===== config.mk =====
export PLATFORM = sky130hd
export DESIGN_NAME = service_slot_priority_table_top
export DESIGN_NICKNAME = d
export VERILOG_FILES = /design/src/rtl/core/ssp_pkg.sv /design/src/rtl/core/ssp_cell.sv /design/src/rtl/core/service_slot_priority_table_top.sv
export SDC_FILE = /design/constraint.sdc
export NUM_CORES = 1
export LEC_CHECK = 0
export ABC_AREA = 1
export BUFFER_PORTS_ARGS = -buffer_cell sky130_fd_sc_hd__buf_4
export CORE_MARGIN = 4
export CORE_UTILIZATION = 55
export DETAILED_ROUTE_END_ITERATION = 10
export GPL_TIMING_DRIVEN = 0
export PLACE_DENSITY = 0.72
export SYNTH_ARGS = -nofsm -noshare
export SYNTH_HDL_FRONTEND = slang
export SYNTH_SLANG_ARGS = --single-unit

===== constraint.sdc =====
create_clock -name clk -period 5.65 [get_ports clk]
set_input_delay 0.565 -clock clk [delete_from_list [all_inputs] [get_ports clk]]
set_output_delay 0.565 -clock clk [all_outputs]
set_load 0.02 [all_outputs]

===== src/rtl/core/ssp_pkg.sv =====
`default_nettype none
package ssp_pkg;

	localparam int SLOTS = 4;

	localparam logic [16:0] NO_TIME = 17'd86401;

	localparam logic [2:0] KIND_ADD    = 3'd0;
	localparam logic [2:0] KIND_REMOVE = 3'd1;
	localparam logic [2:0] KIND_MODIFY = 3'd2;
	localparam logic [2:0] KIND_RENAME = 3'd3;
	localparam logic [2:0] KIND_LOOKUP = 3'd4;
	localparam logic [2:0] KIND_VICTIM = 3'd5;

	typedef struct packed {
		logic [2:0]  kind;
		logic [7:0]  room_id;
		logic [7:0]  new_room_id;
		logic [1:0]  fan_speed;
		logic [16:0] start_time;
	} req_item_t;

	typedef struct packed {
		logic        op_ok;
		logic [7:0]  result_room;
		logic [1:0]  result_speed;
		logic [16:0] result_start;
		logic [2:0]  entry_count;
	} rsp_item_t;

	typedef struct packed {
		logic        valid;
		logic [7:0]  room;
		logic [1:0]  speed;
		logic [16:0] start;
	} slot_t;

	typedef struct packed {
		req_item_t   op;
		logic        done;
		logic        ok;
		logic [1:0]  best_speed;
		logic [16:0] best_start;
		logic [7:0]  pick_room;
		logic [1:0]  pick_speed;
		logic [16:0] pick_start;
		logic [2:0]  count;
	} scan_rec_t;

endpackage
`default_nettype wire


===== src/rtl/core/ssp_cell.sv =====
`default_nettype none
module ssp_cell (
	input  wire               clk,
	input  wire               arst_n,
	input  wire               rec_in_valid,
	input  ssp_pkg::scan_rec_t rec_in,
	input  ssp_pkg::slot_t    next_slot,
	output ssp_pkg::slot_t    slot,
	output logic              rec_out_valid,
	output ssp_pkg::scan_rec_t rec_out
);
	import ssp_pkg::*;

	logic        valid_q;
	logic [7:0]  room_q;
	logic [1:0]  speed_q;
	logic [16:0] start_q;
	slot_t       cur;
	slot_t       nxt;
	scan_rec_t   rec_nxt;
	logic        hit;
	logic        better;

	assign cur  = '{valid: valid_q, room: room_q, speed: speed_q, start: start_q};
	assign slot = cur;

	always_comb begin
		nxt     = cur;
		rec_nxt = rec_in;
		hit     = valid_q && (room_q == rec_in.op.room_id) && !rec_in.done;
		better  = valid_q && ((speed_q < rec_in.best_speed) ||
			((speed_q == rec_in.best_speed) && (start_q < rec_in.best_start)));
		case (rec_in.op.kind)
			KIND_ADD: begin
				if (!valid_q && !rec_in.done) begin
					nxt          = '{valid: 1'b1, room: rec_in.op.room_id,
						speed: rec_in.op.fan_speed, start: rec_in.op.start_time};
					rec_nxt.done = 1'b1;
					rec_nxt.ok   = 1'b1;
				end
			end
			KIND_REMOVE: begin
				if (rec_in.done) begin
					nxt = next_slot;
				end else if (hit) begin
					nxt                = next_slot;
					rec_nxt.done       = 1'b1;
					rec_nxt.ok         = 1'b1;
					rec_nxt.pick_room  = room_q;
					rec_nxt.pick_speed = speed_q;
					rec_nxt.pick_start = start_q;
				end
			end
			KIND_MODIFY: begin
				if (hit) begin
					nxt.speed    = rec_in.op.fan_speed;
					nxt.start    = rec_in.op.start_time;
					rec_nxt.done = 1'b1;
					rec_nxt.ok   = 1'b1;
				end
			end
			KIND_RENAME: begin
				if (hit) begin
					nxt.room     = rec_in.op.new_room_id;
					nxt.speed    = rec_in.op.fan_speed;
					nxt.start    = rec_in.op.start_time;
					rec_nxt.done = 1'b1;
					rec_nxt.ok   = 1'b1;
				end
			end
			KIND_LOOKUP: begin
				if (hit) begin
					rec_nxt.done       = 1'b1;
					rec_nxt.ok         = 1'b1;
					rec_nxt.pick_speed = speed_q;
				end
			end
			KIND_VICTIM: begin
				if (better) begin
					rec_nxt.ok         = 1'b1;
					rec_nxt.best_speed = speed_q;
					rec_nxt.best_start = start_q;
					rec_nxt.pick_room  = room_q;
					rec_nxt.pick_speed = speed_q;
					rec_nxt.pick_start = start_q;
				end
			end
			default: begin
			end
		endcase
		rec_nxt.count = rec_in.count + {2'b00, nxt.valid};
	end

	always_ff @(posedge clk or negedge arst_n) begin
		if (!arst_n) begin
			valid_q       <= 1'b0;
			rec_out_valid <= 1'b0;
		end else begin
			rec_out_valid <= rec_in_valid;
			if (rec_in_valid) begin
				valid_q <= nxt.valid;
			end
		end
	end

	always_ff @(posedge clk) begin
		if (rec_in_valid) begin
			room_q  <= nxt.room;
			speed_q <= nxt.speed;
			start_q <= nxt.start;
			rec_out <= rec_nxt;
		end
	end

endmodule
`default_nettype wire


===== src/rtl/core/service_slot_priority_table_top.sv =====
// Service slot table with priority-based victim selection.
// Request channel req_valid/req_ready/req carries one operation item: add,
// remove by id, modify, rename, priority lookup or victim select. Response
// channel rsp_valid/rsp_ready/rsp returns exactly one item per request.
// The slots sit in a chain of SLOTS cells; an accepted item travels through
// the chain one cell per cycle, each cell updating its own slot on the way
// (remove pulls each later slot one place forward from its right neighbor).
// The response is registered in the output register once the item leaves
// the last cell. A new request is taken only after the item has left the
// chain; only one item is in the chain at a time.
// Stall: a finished item waits in the output register; the next request is
// still taken, and its response parks in a one-entry skid register. Further
// requests wait until that skid entry drains.
// Reset: all slots empty, no item in flight, rsp_valid low.
`default_nettype none
module service_slot_priority_table_top (
	input  wire               clk,
	input  wire               arst_n,
	input  wire               req_valid,
	output logic              req_ready,
	input  ssp_pkg::req_item_t req,
	output logic              rsp_valid,
	input  wire               rsp_ready,
	output ssp_pkg::rsp_item_t rsp
);
	import ssp_pkg::*;

	logic      rec_v [SLOTS+1];
	scan_rec_t rec   [SLOTS+1];
	slot_t     slot_w [SLOTS+1];

	logic      busy_q;
	logic      skid_v_q;
	rsp_item_t skid_q;
	rsp_item_t rsp_q;
	logic      rsp_v_q;
	rsp_item_t fin;
	logic      take;

	assign req_ready = !busy_q && !skid_v_q;
	assign rsp_valid = rsp_v_q;
	assign rsp       = rsp_q;
	assign take      = rsp_v_q && rsp_ready;

	assign rec_v[0]     = req_valid && req_ready;
	assign rec[0]       = '{op: req, done: 1'b0, ok: 1'b0, best_speed: req.fan_speed,
		best_start: NO_TIME, pick_room: '0, pick_speed: '0, pick_start: '0, count: '0};
	assign slot_w[SLOTS] = '0;

	for (genvar i = 0; i < SLOTS; i++) begin : g_cell
		ssp_cell u_cell (
			.clk          (clk),
			.arst_n       (arst_n),
			.rec_in_valid (rec_v[i]),
			.rec_in       (rec[i]),
			.next_slot    (slot_w[i+1]),
			.slot         (slot_w[i]),
			.rec_out_valid(rec_v[i+1]),
			.rec_out      (rec[i+1])
		);
	end

	assign fin = '{op_ok: rec[SLOTS].ok, result_room: rec[SLOTS].pick_room,
		result_speed: rec[SLOTS].pick_speed, result_start: rec[SLOTS].pick_start,
		entry_count: rec[SLOTS].count};

	always_ff @(posedge clk or negedge arst_n) begin
		if (!arst_n) begin
			busy_q   <= 1'b0;
			skid_v_q <= 1'b0;
			rsp_v_q  <= 1'b0;
		end else begin
			if (rec_v[0]) begin
				busy_q <= 1'b1;
			end else if (rec_v[SLOTS]) begin
				busy_q <= 1'b0;
			end
			if (skid_v_q) begin
				if (take) begin
					skid_v_q <= 1'b0;
				end
			end else if (rec_v[SLOTS]) begin
				if (rsp_v_q && !rsp_ready) begin
					skid_v_q <= 1'b1;
				end else begin
					rsp_v_q <= 1'b1;
				end
			end else if (take) begin
				rsp_v_q <= 1'b0;
			end
		end
	end

	always_ff @(posedge clk) begin
		if (skid_v_q) begin
			if (take) begin
				rsp_q <= skid_q;
			end
		end else if (rec_v[SLOTS]) begin
			if (rsp_v_q && !rsp_ready) begin
				skid_q <= fin;
			end else begin
				rsp_q <= fin;
			end
		end
	end

endmodule
`default_nettype wire


==> run_results.csv, run 1 <==
group,metric,value,unit
sta,setup_violations,0,
global_route,antenna_found_initial,0,
floorplanning,start_util,0.556,
power_and_ir_drop,switchingPower,1410,uW
yosys,yosys_warnings,0,
routing,ant_nets,0,
yosys,yosysTopAreaCellShare,0.600,
final_layout,area_delta_synth_final,13.3,%
sta,fin_hold_ws,0.170,ns
worst_hold_path,min-delay-start,"req[12]",
global_route,grt_pass1_vias,16370,
yosys,synth_edf_count,465,
yosys,synthFlopType,"edfxtp_1",
clocking,post_cts_buffers,0,
power_and_ir_drop,p_seq_frac,0.531,
worst_setup_path,cp_max_fo,79,
worst_setup_path,ff2ff_path_depth,7,
yosys,yosysUniqueCellTypes,49,
power_and_ir_drop,pwr-share-comb,0.013,
final_layout,multiInputGateArea,0.00725,mm^2
place,place_congestion,0.915,
sta,finalCritPeriodShare,0.526,
floorplanning,die_area,0.0456,mm^2
sta,hold_viol_final,0,
routing,avgViaCountPerCell,5.44,
run,cap_violations,0,
worst_setup_path,reg2reg_from,"skid_v_q$_DFF_PN0_",
sta,setup_tns,0,ns
sta,slew_headroom,0.339,
routing,wl,59300,um
global_route,grt_max_degree,81,
clocking,cts_tree,"done",
global_route,grt-ovfl-total,0,
final_layout,design_area,0.0263,mm^2
worst_setup_path,r2r_end,"g_cell[0].u_cell.room_q[4]$_DFFE_PP_",
sta,max_freq,336,MHz
clocking,numClockSinks,476,
final_layout,diodes,0,
clocking,clk_path_buf_depth,3,
place,dpl_cell_area,0.0247,mm^2
power_and_ir_drop,power.density,273,mW/mm^2
sta,grt_setup_unrepaired,"no",
power_and_ir_drop,netSwitchingFraction,0.196,
sta,skew,0.0153,ns
worst_hold_path,holdCritPathClass,"input port to flip-flop",
yosys,synth_seq_cells,476,
run_status,status,"complete, no violations",
clocking,cts_max_level,2,
worst_hold_path,whs_endpoint,"g_cell[0].u_cell.rec_out[63]$_DFFE_PP_",
worst_setup_path,crit_path_end_kind,"flip-flop",
routing,drc,0,
clocking,worst_setup_hold_path_clk_slew,0.07,ns
final_layout,drive_above_1_share,0.102,
floorplanning,die_h,214,um
clocking,cts_buffers,47,
global_route,grt_pass1_wl,91300,um
clocking,cts_root_buffer,"clkbuf_16",
floorplanning,coreArea,0.0419,mm^2
place,hpwl,46400,um
sta,maxSlewViolCount,0,
floorplanning,ios,75,
routing,dr.pass1.iters,6,
worst_setup_path,worst-setup-path-type,"flip-flop to flip-flop",
final_layout,fillers,3349,
clocking,cts_hold_buffers,1,
final_layout,nNetsFinal,2629,
floorplanning,rows,75,
yosys,syn_area,0.0233,mm^2
sta,layout_setup_ws,2.68,ns
yosys,yosysTopAreaCell,"edfxtp_1",
clocking,cts_resized,0,
place,post-place-ws,2.61,ns
yosys,ys_top_cells_by_area,"edfxtp_1 60%, nand2_1 11%, inv_1 5.8%, nand3_1 4.5%, ha_1 3.3%",
routing,wire_per_inst,19.1,um
worst_setup_path,reg2reg_slack,2.68,ns
yosys,avgSynthCellArea,9.72,um^2
power_and_ir_drop,internal_power,5790,uW
worst_setup_path,required,5.85,ns
yosys,syn_inst,2392,
worst_setup_path,startpoint_type,"flip-flop",
worst_setup_path,worst_ep_arrival_time,3.17,ns
yosys,async_flop_share,0.0231,
sta,finalCriticalPeriod,2.97,ns
yosys,seq_area_frac_synth,0.612,
global_route,grtUsageTotal,0.262,
floorplanning,fp.dieW,214,um
power_and_ir_drop,power_leakage,0.0111,uW
power_and_ir_drop,pwr-share-clk,0.455,
routing,vias,16890,
routing,drtIter0Drc,1515,
yosys,syn_nets,2495,
place,port_buffers,74,
sta,worst_pin_slew,0.984,ns
clocking,clock_latency,0.58,ns
final_layout,seqCellArea,0.0142,mm^2
worst_hold_path,min_path_cells,1,
power_and_ir_drop,irDropWorstVdd,0.000334,V
## cell usage after synthesis, types with 10 or more instances
library cell,n
nor3_1,12
nand2_1,691
a21oi_1,73
o22ai_2,10
o21ai_0,98
o22ai_1,25
o211ai_1,26
nand3_1,209
dfrtp_1,11
nand4_1,74
inv_1,357
ha_1,61
edfxtp_1,465
clkbuf_1,43
nor2_1,111
buf_2,37
## state kept, by name (all words and copies together) (netlist names)
name and cells:
rsp_valid 1, g_cell.u_cell.rec_out_valid 4, skid_v_q 1, g_cell.u_cell.speed_q 8, skid_q 31, g_cell.u_cell.start_q 68, rsp 31, g_cell.u_cell.room_q 32
busy_q 1, g_cell.u_cell.rec_out 295, g_cell.u_cell.valid_q 4
## area by class of cell
cell class,instances,share of cell area
multi-input cells,1462,0.275
inverters,366,0.0523
well taps,539,0.0256
plain buffers,88,0.0155
repair buffers,85,0.0284
flip-flops and latches,476,0.541
clock buffers,52,0.0473
clock inverters,35,0.0148
## cells by family after synthesis
| logic type | share of synthesized area |
|---|---|
| compound gates | 0.0679 |
| xor+xnor | 0.00339 |
| fa+ha+maj | 0.0328 |
| buf+inv | 0.0767 |
| flops | 0.612 |
| simple gates | 0.207 |
## how the worst max path moves through the flow
stage                             from                                    end
floorplan           skid_v_q$_DFF_PN0_  g_cell[0].u_cell.speed_q[0]$_DFFE_PP_
global placement    skid_v_q$_DFF_PN0_  g_cell[0].u_cell.start_q[7]$_DFFE_PP_
detailed placement  skid_v_q$_DFF_PN0_   g_cell[0].u_cell.room_q[2]$_DFFE_PP_
CTS                 skid_v_q$_DFF_PN0_   g_cell[0].u_cell.room_q[4]$_DFFE_PP_
global route        skid_v_q$_DFF_PN0_   g_cell[0].u_cell.room_q[4]$_DFFE_PP_
finish              skid_v_q$_DFF_PN0_   g_cell[0].u_cell.room_q[4]$_DFFE_PP_
## cell usage in the layout, fill, tap and decap left out, drive strengths merged, types with 6 or more instances in the layout
cell type | netlist | final
o211ai | 26 | 26
or2 | 7 | 7
buf | 44 | 128
ha | 61 | 61
dfrtp | 11 | 11
bufinv | 0 | 7
nand3 | 211 | 211
o22ai | 35 | 35
inv | 362 | 367
edfxtp | 465 | 465
xor2 | 6 | 6
nand2 | 698 | 698
a21oi | 77 | 77
nor2 | 120 | 120
clkinv | 4 | 22
o21ai | 104 | 104
nor3 | 13 | 13
nand4 | 75 | 75
clkbuf | 44 | 96
## worst max-delay path, cell delays in order, from the launching register on
cell and delay [ns]:
dfrtp_1 0.35, clkbuf_1 0.21, nor2_1 0.18, nand2_1 0.20, inv_4 0.27, buf_16 0.37
nand4_1 0.20, nor3_1 0.78
## power groups by stage
stage	registers (uW)	logic [uW]	clock network, uW
2_1_floorplan	3900	42.2	0
3_3_place_gp	3900	93.6	0
3_5_place_dp	3900	96.0	0
4_1_cts	3830	96.7	3330
5_1_grt	3820	107	3490
6_report	3830	96.5	3280
## layer usage
| layer | GRT usage | share of wire | vias to the layer above |
|---|---|---|---|
| met3 | 0.0351 | 0.055 | 106 |
| li1 | - | - | 8334 |
| met2 | 0.429 | 0.47 | 613 |
| met4 | 0.0766 | 0.029 | 0 |
| met5 | 0 | 0 | - |
| met1 | 0.372 | 0.45 | 7837 |
## metrics by stage
| step | instances | utilization | total power [uW] |
|---|---|---|---|
| 4_1_cts | 3103 | 0.630 | 7260 |
| 6_report | 3103 | 0.630 | 7200 |
| 5_1_grt | 3103 | 0.630 | 7430 |
| 3_5_place_dp | 3015 | 0.590 | 4000 |
| 3_3_place_gp | 3005 | 0.585 | 4000 |
| 2_1_floorplan | 2392 | - | 3950 |
Note: power is estimated with default switching activity, not from simulation.
==> run 2: changes to the inputs <==
--- a/config.mk
+++ b/config.mk
@@ -11,7 +11,7 @@
 export CORE_UTILIZATION = 55
 export DETAILED_ROUTE_END_ITERATION = 10
 export GPL_TIMING_DRIVEN = 0
-export PLACE_DENSITY = 0.72
+export PLACE_DENSITY = 0.75
 export SYNTH_ARGS = -nofsm -noshare
 export SYNTH_HDL_FRONTEND = slang
 export SYNTH_SLANG_ARGS = --single-unit
==> constraint.sdc (replaced) <==
create_clock -name clk -period 2.7 [get_ports clk]
set_input_delay 0.27 -clock clk [delete_from_list [all_inputs] [get_ports clk]]
set_output_delay 0.27 -clock clk [all_outputs]
set_load 0.02 [all_outputs]
==> run 2 against run 1 <==
- global-route usage increased by 0.30 points
- cell area increased by 1.6%
- utilization up 1.0 points
- sequential power increased by 110%
- critical path type unchanged
==> run_results.csv, run 2 (synthesis gave the netlist of run 1 again) <==
group,metric,value,unit
run_status,status,"complete, no violations",
place,place_congestion,0.930,
final_layout,fillers,3265,
worst_setup_path,worst-setup-path-type,"flip-flop to flip-flop",
floorplanning,start_util,0.556,
final_layout,largest_register_ffs,295,
final_layout,reg_top3,"g_cell.u_cell.rec_out (295), g_cell.u_cell.start_q (68), g_cell.u_cell.room_q (32)",
clocking,cts_root_buffer,"clkbuf_16",
sta,setup_violations,0,
clocking,cts_tree,"done",
global_route,grt_pass1_vias,16584,
worst_setup_path,crit_path_end_kind,"flip-flop",
floorplanning,coreArea,0.0419,mm^2
worst_hold_path,min-delay-start,"rsp_ready",
global_route,grt-ovfl-total,0,
worst_hold_path,holdCritPathClass,"input port to flip-flop",
sta,grt_setup_unrepaired,"no",
floorplanning,die_area,0.0456,mm^2
global_route,grt_pass1_wl,92200,um
routing,dr.pass1.iters,6,
sta,hold_viol_final,0,
worst_setup_path,cp_max_fo,10,
routing,drc,0,
sta,setup_tns,0,ns
place,hpwl,45900,um
routing,vias,17158,
clocking,clk_path_buf_depth,3,
routing,drtIter0Drc,1562,
final_layout,seqCellArea,0.0142,mm^2
clocking,cts_buffers,48,
global_route,antenna_found_initial,0,
floorplanning,die_h,214,um
clocking,numClockSinks,476,
final_layout,most-common-layout-cells,"688 x nand2_1, 465 x edfxtp_1, 356 x inv_1",
worst_setup_path,worst_ep_arrival_time,2.82,ns
run,cap_violations,0,
place,post-place-ws,-0.242,ns
sta,maxSlewViolCount,0,
floorplanning,fp.dieW,214,um
global_route,grt_max_degree,48,
clocking,worst_setup_hold_path_clk_slew,0.06,ns
final_layout,fin_cells,3139,
final_layout,design_area,0.0268,mm^2
worst_setup_path,required,2.93,ns
clocking,clock_latency,0.58,ns
power_and_ir_drop,power.density,561,mW/mm^2
worst_setup_path,crit_path_start,"g_cell[1].u_cell.room_q[0]$_DFFE_PP_",
power_and_ir_drop,irDropWorstVdd,0.000475,V
floorplanning,rows,75,
place,placed_cells,3010,
final_layout,area_delta_synth_final,15.1,%
worst_setup_path,reg2reg_from,"g_cell[1].u_cell.room_q[0]$_DFFE_PP_",
sta,worst_pin_slew,0.850,ns
power_and_ir_drop,power_leakage,0.0113,uW
sta,slew_headroom,0.429,
final_layout,top_register,"g_cell.u_cell.rec_out",
routing,wl,59900,um
place,dpl_cell_area,0.0246,mm^2
floorplanning,ios,75,
clocking,cts_max_level,2,
routing,avgViaCountPerCell,5.47,
sta,layout_setup_ws,0.113,ns
sta,finalCritPeriodShare,0.958,
sta,skew,0.0121,ns
routing,wire_per_inst,19.1,um
final_layout,diodes,0,
global_route,grtUsageTotal,0.265,
final_layout,multiInputGateArea,0.00733,mm^2
place,port_buffers,74,
routing,ant_nets,0,
final_layout,final_common_cell,"nand2_1",
final_layout,nNetsFinal,2668,
power_and_ir_drop,total_power,15000,uW
sta,max_freq,387,MHz
final_layout,drive_above_1_share,0.101,
worst_setup_path,startpoint_type,"flip-flop",
sta,finalCriticalPeriod,2.59,ns
[run 2: cell types whose count changed in the layout (fill, tap and decap cells not counted), sizes merged]
cell         previous run  this run
buf                   128       125
clkbuf                 96       100
clkinv                 22        23
dlygate4sd3             1        40
inv                   367       362
[run 2: worst paths after layout]
kind                                                            end  slack, ns  depth (start not counted)
max                            g_cell[1].u_cell.room_q[0]$_DFFE_PP_       0.11                         11
min                                           rsp_valid$_DFFE_PN0P_       0.04                          4
max reg2reg                    g_cell[1].u_cell.room_q[0]$_DFFE_PP_       0.11                         11
min reg2reg                  g_cell[1].u_cell.rec_out[60]$_DFFE_PP_       0.45                          0
max in group asynchronous  g_cell[0].u_cell.rec_out_valid$_DFF_PN0_       2.35                          2
min in group asynchronous  g_cell[2].u_cell.rec_out_valid$_DFF_PN0_       0.11                          2
[run 2: critical path: stages (launching register included)]
cell and delay (ns):
edfxtp_1 0.50, inv_1 0.09, nand2_1 0.11, nand2_1 0.06, a21oi_1 0.16, nand2_1 0.13
nor2_4 0.29, nand3_4 0.14, buf_6 0.18, nand4_1 0.07, o21ai_1 0.10, nor2_2 0.38
[run 2: per-layer routing]
metal	GRT usage	up-vias	wire, um
met4	0.0956	0	2240
met1	0.364	7943	25900
met3	0.0300	127	3550
met5	0	-	0
met2	0.442	684	28100
li1	-	8404	-
[run 2: timing repair]
item,4_1_cts,5_1_grt
gates resized for setup,3,21
setup endpoints to repair,46,96
hold buffers,40,0
setup buffers,2,2
pin swaps,0,1
hold endpoints to repair,57,0
[run 2: per-stage QoR]
stage | hold slack [ns] | utilization
floorplan | -0.0256 | -
global placement | 0.159 | 0.587
CTS | 0.0111 | 0.638
global route | 0.0665 | 0.639
detailed placement | 0.160 | 0.589
finish | 0.0378 | 0.639
[run 2: layout make-up]
class,count,share of cell area
buffer,88,0.0159
inverter,366,0.0515
multi-input combinational,1462,0.274
timing repair buffer,123,0.0419
clock buffer,54,0.0465
tap,539,0.0252
clock inverter,31,0.0128
sequential,476,0.532
[run 2: power by group]
group	switching, uW	total (uW)	internal (uW)
clock network	2780	6760	3980
logic	138	252	114
registers	0.336	8010	8010
total	2920	15000	12100
==> run 3: changes to the inputs <==
--- a/config.mk
+++ b/config.mk
@@ -11,7 +11,7 @@
 export CORE_UTILIZATION = 55
 export DETAILED_ROUTE_END_ITERATION = 10
 export GPL_TIMING_DRIVEN = 0
-export PLACE_DENSITY = 0.75
+export PLACE_DENSITY = 0.8
 export SYNTH_ARGS = -nofsm -noshare
 export SYNTH_HDL_FRONTEND = slang
 export SYNTH_SLANG_ARGS = --single-unit
==> run 3 against run 2 <==
- fmax grew 1.5%
- power shrank 0.21%
- non-clock buffer count increased by 1
- clock skew up 0.020 ns
- largest power group unchanged
- highest routed layer unchanged
- register-to-register slack improved by 0.04 ns
- flip-flop and latch count stayed put
- final cell count increased by 0.13%
==> run_results.csv, run 3 (synthesis gave the netlist of run 1 again) <==
group,metric,value,unit
sta,finalCriticalPeriod,2.55,ns
worst_setup_path,path_buf_inv,0,
worst_setup_path,cpMaxStageDelayCell,"a21oi_4",
worst_setup_path,critPathMaxStageDelay,0.71,ns
sta,slew_headroom,0.158,
final_layout,fin_util,0.640,
worst_setup_path,worst-setup-path-type,"flip-flop to flip-flop",
place,hpwl,44900,um
floorplanning,rows,75,
sta,finalCritPeriodShare,0.944,
sta,skew,0.0318,ns
routing,vias,17367,
sta,layout_setup_ws,0.150,ns
final_layout,largest_register_ffs,295,
worst_setup_path,cp_max_fo,19,
sta,worst_pin_slew,1.26,ns
sta,maxSlewViolCount,0,
clocking,cts_root_buffer,"clkbuf_16",
clocking,cts_buffers,48,
place,port_buffers,74,
place,place_congestion,0.974,
sta,hold_viol_final,0,
global_route,grt-ovfl-total,0,
worst_hold_path,holdCritPathClass,"input port to async pin",
routing,ant_nets,0,
power_and_ir_drop,power_leakage,0.0113,uW
final_layout,reg_top3,"g_cell.u_cell.rec_out (295), g_cell.u_cell.start_q (68), g_cell.u_cell.room_q (32)",
worst_setup_path,cp_cell_sequence,"xor2_1 > nor2_1 > nand3_1 > a21oi_4",
routing,dr.pass1.iters,6,
routing,wire_per_inst,18.9,um
final_layout,nNetsFinal,2669,
global_route,grt_max_degree,48,
sta,max_freq,392,MHz
clocking,worst_setup_hold_path_clk_slew,0.07,ns
global_route,grt_pass1_wl,92300,um
worst_setup_path,crit_path_end_kind,"flip-flop",
worst_setup_path,worst_ep_arrival_time,2.76,ns
final_layout,fillers,3256,
worst_setup_path,required,2.91,ns
final_layout,most-common-layout-cells,"687 x nand2_1, 465 x edfxtp_1, 356 x inv_1",
place,post-place-ws,-0.244,ns
floorplanning,start_util,0.556,
routing,drtIter0Drc,1404,
worst_setup_path,critPathTopFamily,"simple AND/OR/NAND/NOR gates",
routing,wl,59400,um
sta,setup_violations,0,
sta,grt_setup_unrepaired,"yes",
global_route,antenna_found_initial,1,
power_and_ir_drop,irDropWorstVdd,0.000570,V
run_status,status,"complete, no violations",
clocking,cts_max_level,2,
final_layout,final_common_cell,"nand2_1",
run,cap_violations,0,
clocking,clk_path_buf_depth,3,
routing,drc,0,
final_layout,area_delta_synth_final,15.1,%
clocking,numClockSinks,476,
floorplanning,fp.dieW,214,um
global_route,grtUsageTotal,0.262,
floorplanning,ios,75,
clocking,clock_latency,0.60,ns
worst_setup_path,startpoint_type,"flip-flop",
floorplanning,die_area,0.0456,mm^2
routing,avgViaCountPerCell,5.53,
clocking,cts_tree,"done",
floorplanning,die_h,214,um
power_and_ir_drop,power.density,560,mW/mm^2
floorplanning,coreArea,0.0419,mm^2
final_layout,top_register,"g_cell.u_cell.rec_out",
global_route,grt_pass1_vias,16757,
final_layout,diodes,0,
final_layout,drive_above_1_share,0.104,
-- run 3: changes by cell type in the layout (fill, tap and decap cells not counted), sizes merged --
cell	change
buf	+1
inv	+4
dlygate4sd3	+1
clkbuf	+5
clkinv	-7
bufinv	-3
clkinvlp	+3
-- run 3: repair_timing --
action,in CTS,in global routing
pin swaps,0,1
gates resized for setup,2,17
hold endpoints to repair,65,0
buffers inserted,2,2
hold buffers,41,0
endpoints found under the setup margin,38,71
-- run 3: cell type report --
cell class | instances | area (um^2) | area share
inverter | 366 | 1380 | 0.0515
buffer | 88 | 427 | 0.0159
multi-input combinational | 1462 | 7330 | 0.274
tap | 539 | 674 | 0.0252
clock inverter | 28 | 278 | 0.0104
clock buffer | 60 | 1320 | 0.0492
timing repair buffer | 124 | 1120 | 0.0418
sequential | 476 | 14200 | 0.532
-- run 3: report_power, final --
group / switching, uW / total [uW] / internal (uW)
Clock: 2860 / 6730 / 3870
Sequential: 0.320 / 8010 / 8010
Combinational: 137 / 252 / 115
-- run 3: worst reg2reg max path: cells and delay by family, from the launching register on --
| family | cells | cell delay, ns |
|---|---|---|
| and+or+nand+nor | 2 | 0.78 |
| AOI/OAI and AO/OA | 1 | 0.71 |
| xor gates and xnor gates | 1 | 0.21 |
| DFF | 1 | 0.46 |
-- run 3: worst paths after layout --
kind | from | slack (ns) | end | cells past startpoint
hold / removal | arst_n | 0.09 | g_cell[3].u_cell.valid_q$_DFFE_PN0P_ | 2
max in group asynchronous | arst_n | 2.36 | g_cell[0].u_cell.rec_out_valid$_DFF_PN0_ | 2
min in group clk | req[10] | 0.40 | g_cell[0].u_cell.rec_out[61]$_DFFE_PP_ | 2
setup / recovery | g_cell[2].u_cell.room_q[2]$_DFFE_PP_ | 0.15 | g_cell[2].u_cell.start_q[8]$_DFFE_PP_ | 4
hold reg to reg | g_cell[3].u_cell.rec_out[26]$_DFFE_PP_ | 0.45 | skid_q[26]$_DFFE_PP_ | 0
setup reg to reg | g_cell[2].u_cell.room_q[2]$_DFFE_PP_ | 0.15 | g_cell[2].u_cell.start_q[8]$_DFFE_PP_ | 4
-- run 3: per-layer routing --
layer	global-route usage	up-vias	wire length [um]
li1	-	8419	-
met1	0.362	8016	25200
met2	0.431	781	27900
met3	0.0344	151	4040
met4	0.0998	0	2270
met5	0	-	0
-- run 3: metrics by stage --
| step | instances | total power (uW) | hold WS, ns | instance area [um^2] | TNS [ns] |
|---|---|---|---|---|---|
| 2_1_floorplan | 2392 | 8260 | -0.0256 | 23300 | -6.07 |
| 3_3_place_gp | 3005 | 8360 | 0.158 | 24500 | -61.55 |
| 3_5_place_dp | 3010 | 8370 | 0.166 | 24600 | -9.09 |
| 4_1_cts | 3141 | 15100 | 0.0627 | 26700 | 0 |
| 5_1_grt | 3143 | 15400 | 0.0911 | 26800 | -0.00287 |
| 6_report | 3143 | 15000 | 0.0877 | 26800 | 0 |
